$ cat src/rtl/core/fpfe_pkg.sv
// Package for the float pixel format encoder: pixel type codes and widths.
// No dependencies.
package fpfe_pkg;
  localparam int unsigned InW = 32;
  localparam int unsigned OutW = 64;
  localparam int unsigned CntW = 4;
  localparam int unsigned TypeW = 3;

  typedef enum logic [TypeW-1:0] {
    PT_U8 = 3'd0,
    PT_U16 = 3'd1,
    PT_U32 = 3'd2,
    PT_F32A = 3'd3,
    PT_HALF = 3'd4,
    PT_F32PAD = 3'd5,
    PT_HALFPAD = 3'd6,
    PT_F32B = 3'd7
  } pixel_type_e;

  localparam logic [TypeW-1:0] PixelTypeReset = PT_U8;
endpackage

$ cat src/rtl/core/float_pixel_format_encoder_top.sv
// Top level of the float pixel format encoder.
// Depends on fpfe_pkg.
//
// Converts one float32 pixel per cycle, when the output does not stall, into
// u8/u16/u32 (clamped, rounded half away from zero), half float (truncated) or
// float32, big-endian and right-aligned in out_data_o with byte_count_o valid
// bytes. An item is registered at the input, converted by one level of
// combinational logic (a 24-bit barrel shift with rounding add sets the path)
// and registered at the output. pixel_type is written through its own channel;
// the user must do so only while the block is idle, as the block does not enforce it.
module float_pixel_format_encoder_top (
  input  logic                        clk_i,
  input  logic                        rst_ni,
  input  logic                        cfg_valid_i,
  output logic                        cfg_ready_o,
  input  logic [fpfe_pkg::TypeW-1:0]  cfg_pixel_type_i,
  input  logic                        in_valid_i,
  output logic                        in_ready_o,
  input  logic [fpfe_pkg::InW-1:0]    pixel_bits_i,
  output logic                        out_valid_o,
  input  logic                        out_ready_i,
  output logic [fpfe_pkg::OutW-1:0]   out_data_o,
  output logic [fpfe_pkg::CntW-1:0]   byte_count_o
);
  import fpfe_pkg::*;

  logic [TypeW-1:0] type_q;
  logic             s1_valid_q;
  logic [InW-1:0]   s1_bits_q;
  logic             out_valid_q;
  logic [OutW-1:0]  data_q, data_d;
  logic [CntW-1:0]  cnt_q, cnt_d;
  logic             adv_out, adv_s1;

  assign cfg_ready_o = 1'b1;
  assign adv_out = !out_valid_q || out_ready_i;
  assign adv_s1 = !s1_valid_q || adv_out;
  assign in_ready_o = adv_s1;

  always_ff @(posedge clk_i or negedge rst_ni) begin
    if (!rst_ni) begin
      type_q <= PixelTypeReset;
      s1_valid_q <= 1'b0;
      out_valid_q <= 1'b0;
    end else begin
      if (cfg_valid_i) type_q <= cfg_pixel_type_i;
      if (adv_s1) s1_valid_q <= in_valid_i;
      if (adv_out) out_valid_q <= s1_valid_q;
    end
  end

  always_ff @(posedge clk_i) begin
    if (adv_s1 && in_valid_i) s1_bits_q <= pixel_bits_i;
    if (adv_out && s1_valid_q) begin
      data_q <= data_d;
      cnt_q <= cnt_d;
    end
  end

  // Field decode
  logic [7:0]  exp_w;
  logic [22:0] man_w;
  logic        sgn_w, is_nan, is_inf;
  assign sgn_w = s1_bits_q[31];
  assign exp_w = s1_bits_q[30:23];
  assign man_w = s1_bits_q[22:0];
  assign is_nan = (exp_w == 8'hFF) && (man_w != '0);
  assign is_inf = (exp_w == 8'hFF) && (man_w == '0);

  // Integer magnitude: rounded value for exponents 126..158 (below 2^32)
  logic [32:0] uval;
  logic [4:0]  rsh;
  logic [55:0] wide;
  always_comb begin
    uval = '0;
    rsh = '0;
    wide = '0;
    if (exp_w >= 8'd150) begin
      wide = {32'd0, 1'b1, man_w} << (exp_w - 8'd150);
      uval = wide[32:0];
    end else begin
      rsh = 5'(8'd150 - exp_w);
      wide = {32'd0, 1'b1, man_w} + (56'd1 << (rsh - 5'd1));
      uval = 33'(wide >> rsh);
    end
  end

  logic uzero, umax_big;
  assign uzero = sgn_w || (exp_w < 8'd126);
  assign umax_big = is_inf || (exp_w >= 8'd159);

  logic [7:0]  u8v;
  logic [15:0] u16v;
  logic [31:0] u32v;
  always_comb begin
    if (is_nan) begin
      u8v = '0; u16v = '1; u32v = '1;
    end else if (uzero) begin
      u8v = '0; u16v = '0; u32v = '0;
    end else if (umax_big) begin
      u8v = '1; u16v = '1; u32v = '1;
    end else begin
      u8v = (uval > 33'd255) ? 8'hFF : uval[7:0];
      u16v = (uval > 33'd65535) ? 16'hFFFF : uval[15:0];
      u32v = (uval[32]) ? 32'hFFFF_FFFF : uval[31:0];
    end
  end

  // Half conversion; biased half exponent = exp - 112
  logic [15:0] half;
  logic [23:0] dsh;
  always_comb begin
    dsh = {1'b1, man_w} >> (8'd126 - exp_w);
    if (exp_w == 8'hFF) begin
      half = (man_w != '0) ? 16'h7FFF : {sgn_w, 15'h7C00};
    end else if (exp_w <= 8'd112) begin
      if (exp_w < 8'd102) half = {sgn_w, 15'd0};
      else half = {sgn_w, 5'd0, dsh[9:0]};
    end else if (exp_w >= 8'd143) begin
      half = {sgn_w, 15'h7C00};
    end else begin
      half = {sgn_w, 5'(exp_w - 8'd112), man_w[22:13]};
    end
  end

  always_comb begin
    case (pixel_type_e'(type_q))
      PT_U8: begin data_d = {56'd0, u8v}; cnt_d = 4'd1; end
      PT_U16: begin data_d = {48'd0, u16v}; cnt_d = 4'd2; end
      PT_U32: begin data_d = {32'd0, u32v}; cnt_d = 4'd4; end
      PT_HALF: begin data_d = {48'd0, half}; cnt_d = 4'd2; end
      PT_F32PAD: begin data_d = {s1_bits_q, 32'd0}; cnt_d = 4'd8; end
      PT_HALFPAD: begin data_d = {32'd0, half, 16'd0}; cnt_d = 4'd4; end
      default: begin data_d = {32'd0, s1_bits_q}; cnt_d = 4'd4; end
    endcase
  end

  assign out_valid_o = out_valid_q;
  assign out_data_o = data_q;
  assign byte_count_o = cnt_q;
endmodule

$ cat config.mk
export PLATFORM = sky130hd
export DESIGN_NAME = float_pixel_format_encoder_top
export DESIGN_NICKNAME = d
export VERILOG_FILES = /design/src/rtl/core/fpfe_pkg.sv /design/src/rtl/core/float_pixel_format_encoder_top.sv
export SDC_FILE = /design/constraint.sdc
export NUM_CORES = 1
export LEC_CHECK = 0
export BUFFER_PORTS_ARGS = -buffer_cell sky130_fd_sc_hd__clkbuf_2
export CAP_MARGIN = 20
export CORE_MARGIN = 1
export CORE_UTILIZATION = 45
export DETAILED_ROUTE_END_ITERATION = 12
export SETUP_SLACK_MARGIN = 0.3
export SLEW_MARGIN = 25
export SYNTH_ARGS = -nofsm -noshare
export SYNTH_HDL_FRONTEND = slang
export SYNTH_SLANG_ARGS = --single-unit
$ cat constraint.sdc
create_clock -name clk_i -period 10.7 [get_ports clk_i]
set_clock_uncertainty 0.1 [all_clocks]
set_input_delay 0 -clock clk_i [delete_from_list [all_inputs] [get_ports clk_i]]
set_output_delay 0 -clock clk_i [all_outputs]
set_load 0.05 [all_outputs]
==> summary.md <==
| Metric | Value |
|---|---|
| Final GP Congestion | `1.08` |
| Cell area after synthesis | `0.0123 mm2` |
| Resized cells post-CTS | `0` |
| Worst EP required | `10.73 ns` |
| Number of enable flip-flop cells after synthesis | `100` |
| H-Tree Depth | `3` |
| CORE AREA | `0.0270 mm2` |
| Slowest cell delay on critical path | `0.84 ns` |
| Final TNS setup | `0 ns` |
| Max Cap Violations | `0` |
| Most common cell after layout, fill and taps aside | `nand2_1` |
| Synthesized instance count | `1536` |
| Clock Latency Late Sink | `0.38 ns` |
| Post-route cell area | `0.0139 mm2` |
| Area occupied by multi-input gates | `0.00865 mm2` |
| RSZ-0062 raised after global routing | `false` |
| Post-DP HPWL | `40000 um` |
| Warnings from Yosys | `0` |
| DR vias | `13589` |
| Initial DRT Pass Iterations | `6` |
| DIE AREA | `0.0281 mm2` |
| Initial antenna violation count | `1` |
| Clk root buf | `clkbuf_16` |
| Hold Path Class | `input pin to flop` |
| Fill count | `2596` |
| Pins Over Slew Limit | `0` |
| CTS tree | `done` |
| Crit start category | `flop` |
| Critical Path AT | `9.27 ns` |
| Post-DRT Antenna Nets | `0` |
| Pwr dens | `125 mW/mm2` |
| Reg2reg setup slack | `1.46 ns` |
| Share of cells above drive strength 1 | `16.2%` |
| Post-Layout Cell Count | `1955` |
| Path type of the worst setup path | `flop to flop` |
| Total wire length | `54400 um` |
| Status | `finished clean` |
| CP max FO | `18` |
| Via density | `6.95` |
| Clk sinks | `105` |
| FF+latch count, synth | `105` |
| Vias in the first global route | `12222` |
| Final Hold Fails | `0` |
| Clk slew on worst S/H paths | `0.10 ns` |
| Bufs on Longest Clock Path | `2` |
| Leading cell types in the layout, fill and taps excluded | `nand2_1, nor2_1, a21oi_1` |
| Final #Nets | `1678` |
| Global Route Usage Sum | `38.2%` |
| CP Buf/Inv Count | `2` |
| TritonCTS Buffers | `9` |
| Yosys top cell area share | `24.3%` |
| Slew headroom | `33.5%` |
| Yosys top cell by area | `edfxtp_1` |
| Placed cell areas | `0.0131 mm2` |
| Netlist cell types | `87` |
| Register Area | `0.00313 mm2` |
| Max frequency | `108 MHz` |
| Fin crit period | `9.24 ns` |
| Die Y | `168 um` |
| Placed cells | `1891` |
| Syn nets | `1608` |
| LEAKAGE | `5.32 nW` |
| Top_reg_cell synth | `edfxtp_1` |
| Slew @ Worst Pin | `0.997 ns` |
| Sequential element share of the synthesized area | `25.3%` |
| Die Span X | `168 um` |
| Period utilization | `86.3%` |
| Starting Density | `45.8%` |
| CP delay by family, top | `compound AO/OA/AOI/OAI gates` |
| Largest net degree at the start of global routing | `69` |
| Synth async-reset ratio | `4.76%` |
| Setup violators final | `0` |
| Post-Syn Area per Cell | `8.04 um2` |
| WL/cell | `27.8 um` |
| Maximum VDD drop | `73.2 uV` |
| 1st-iter DRT viols | `1814` |
| Total gr overflow | `0` |
| First-pass GRT wire length | `79800 um` |
| Number of I/O port buffers | `109` |
| CP Capture Type | `flop` |
| Crit-path slowest cell | `edfxtp_1` |
| Num rows | `60` |
| Io pins | `111` |
| Residual DRC | `0` |
| Ranking of synthesized cells by area | `edfxtp_1, mux4_2, nand2_1` |
| Layout area overhead | `12.6%` |
## final timing paths
check,depth (start not counted),to,startpoint
min reg2reg,1,out_valid_o,s1_valid_q
max in group asynchronous,3,s1_valid_q,rst_ni
min in group asynchronous,3,type_q[1],rst_ni
max reg2reg,25,out_data_o[9],s1_bits_q[24]
min,2,s1_bits_q[18],pixel_bits_i[18]
max,25,out_data_o[9],s1_bits_q[24]
## synthesized netlist by cell type, types with 22 or more instances
| cell | instances |
|---|---|
| nand2_1 | 173 |
| a31oi_1 | 22 |
| edfxtp_1 | 100 |
| o22ai_1 | 26 |
| mux2_2 | 35 |
| a211oi_1 | 30 |
| a21o_1 | 26 |
| mux2i_1 | 56 |
| clkbuf_1 | 106 |
| nor3_1 | 46 |
| mux4_2 | 31 |
| nor2_1 | 145 |
| a21oi_1 | 119 |
| o21ai_0 | 101 |
| nand3_1 | 30 |
| and2_1 | 53 |
| ha_1 | 31 |
## through the flow
stage | total power [mW] | utilization [%] | worst slack (ns) | hold WS, ns
2_1_floorplan | 1.08 | - | 2.45 | -0.396
3_3_place_gp | 1.33 | 48.7 | 1.99 | -0.265
3_5_place_dp | 1.32 | 48.7 | 1.77 | -0.257
4_1_cts | 1.70 | 51.5 | 1.72 | 0.221
5_1_grt | 1.80 | 51.5 | 1.07 | 0.226
6_report | 1.73 | 51.6 | 1.46 | 0.219
## worst reg2reg max path: stages, from the launching register on
cell       delay, ns
edfxtp_1        0.84
ha_1            0.49
nor2b_1         0.42
o21ai_1         0.23
and2_0          0.54
buf_4           0.37
nand2_1         0.10
o22ai_1         0.10
a32oi_1         0.62
nor2_1          0.14
ha_1            0.25
inv_1           0.07
fa_1            0.20
nand2b_1        0.18
a21oi_1         0.17
o211ai_1        0.46
a211o_1         0.36
a311oi_1        0.24
a21oi_1         0.58
o2111ai_1       0.17
or4_1           0.55
or4b_4          0.51
nor4_4          0.36
o21ai_1         0.31
a21o_1          0.28
o32a_1          0.35
## what timing repair did
item / 4_1_cts / 5_1_grt
buffers inserted: 0 / 0
hold endpoints to repair: 42 / 0
hold buffers: 44 / 0
## power breakdown
group | total [mW] | switching (mW) | internal, mW
Clock | 0.372 | 0.202 | 0.170
Sequential | 0.531 | 0.0366 | 0.495
Combinational | 0.831 | 0.564 | 0.266
Total | 1.73 | 0.803 | 0.931
## area by class of cell
class	instances	area share, %
Multi-Input combinational cell	1278	62.3
Sequential cell	105	22.5
Timing Repair Buffer	197	9.46
Tap cell	341	3.07
Clock buffer	9	1.62
Clock inverter	7	0.621
Inverter	15	0.405
Antenna cell	3	0.0540
## per-layer routing
metal / vias up / routed length, um / track usage [%]
met3: 169 / 7250 / 12.1
met2: 951 / 22200 / 53.3
met5: - / 0 / 0
li1: 6013 / - / -
met4: 0 / 2570 / 18.1
met1: 6456 / 22400 / 53.1
## cells by family (layout without fill, tap and decap cells)
kind of cell               Yosys count  count (layout)  share of synthesized area, %
AOI/OAI and AO/OA                  525             525                          28.5
xor gates and xnor gates            33              33                          2.52
adders and majority gates           32              32                          3.30
buffers and inverters              153             228                          4.91
DFF                                105             105                          25.3
muxes                              124             124                          13.6
other                                1               4                        0.0304
and+or+nand+nor                    563             563                          21.8
## state kept, by name (all words and copies together), names as in the netlist
| signal | cells |
|---|---|
| out_data_o | 64 |
| byte_count_o | 4 |
| type_q | 3 |
| s1_bits_q | 32 |
| out_valid_o | 1 |
| s1_valid_q | 1 |
No activity file was read; power rests on OpenSTA's default activity.
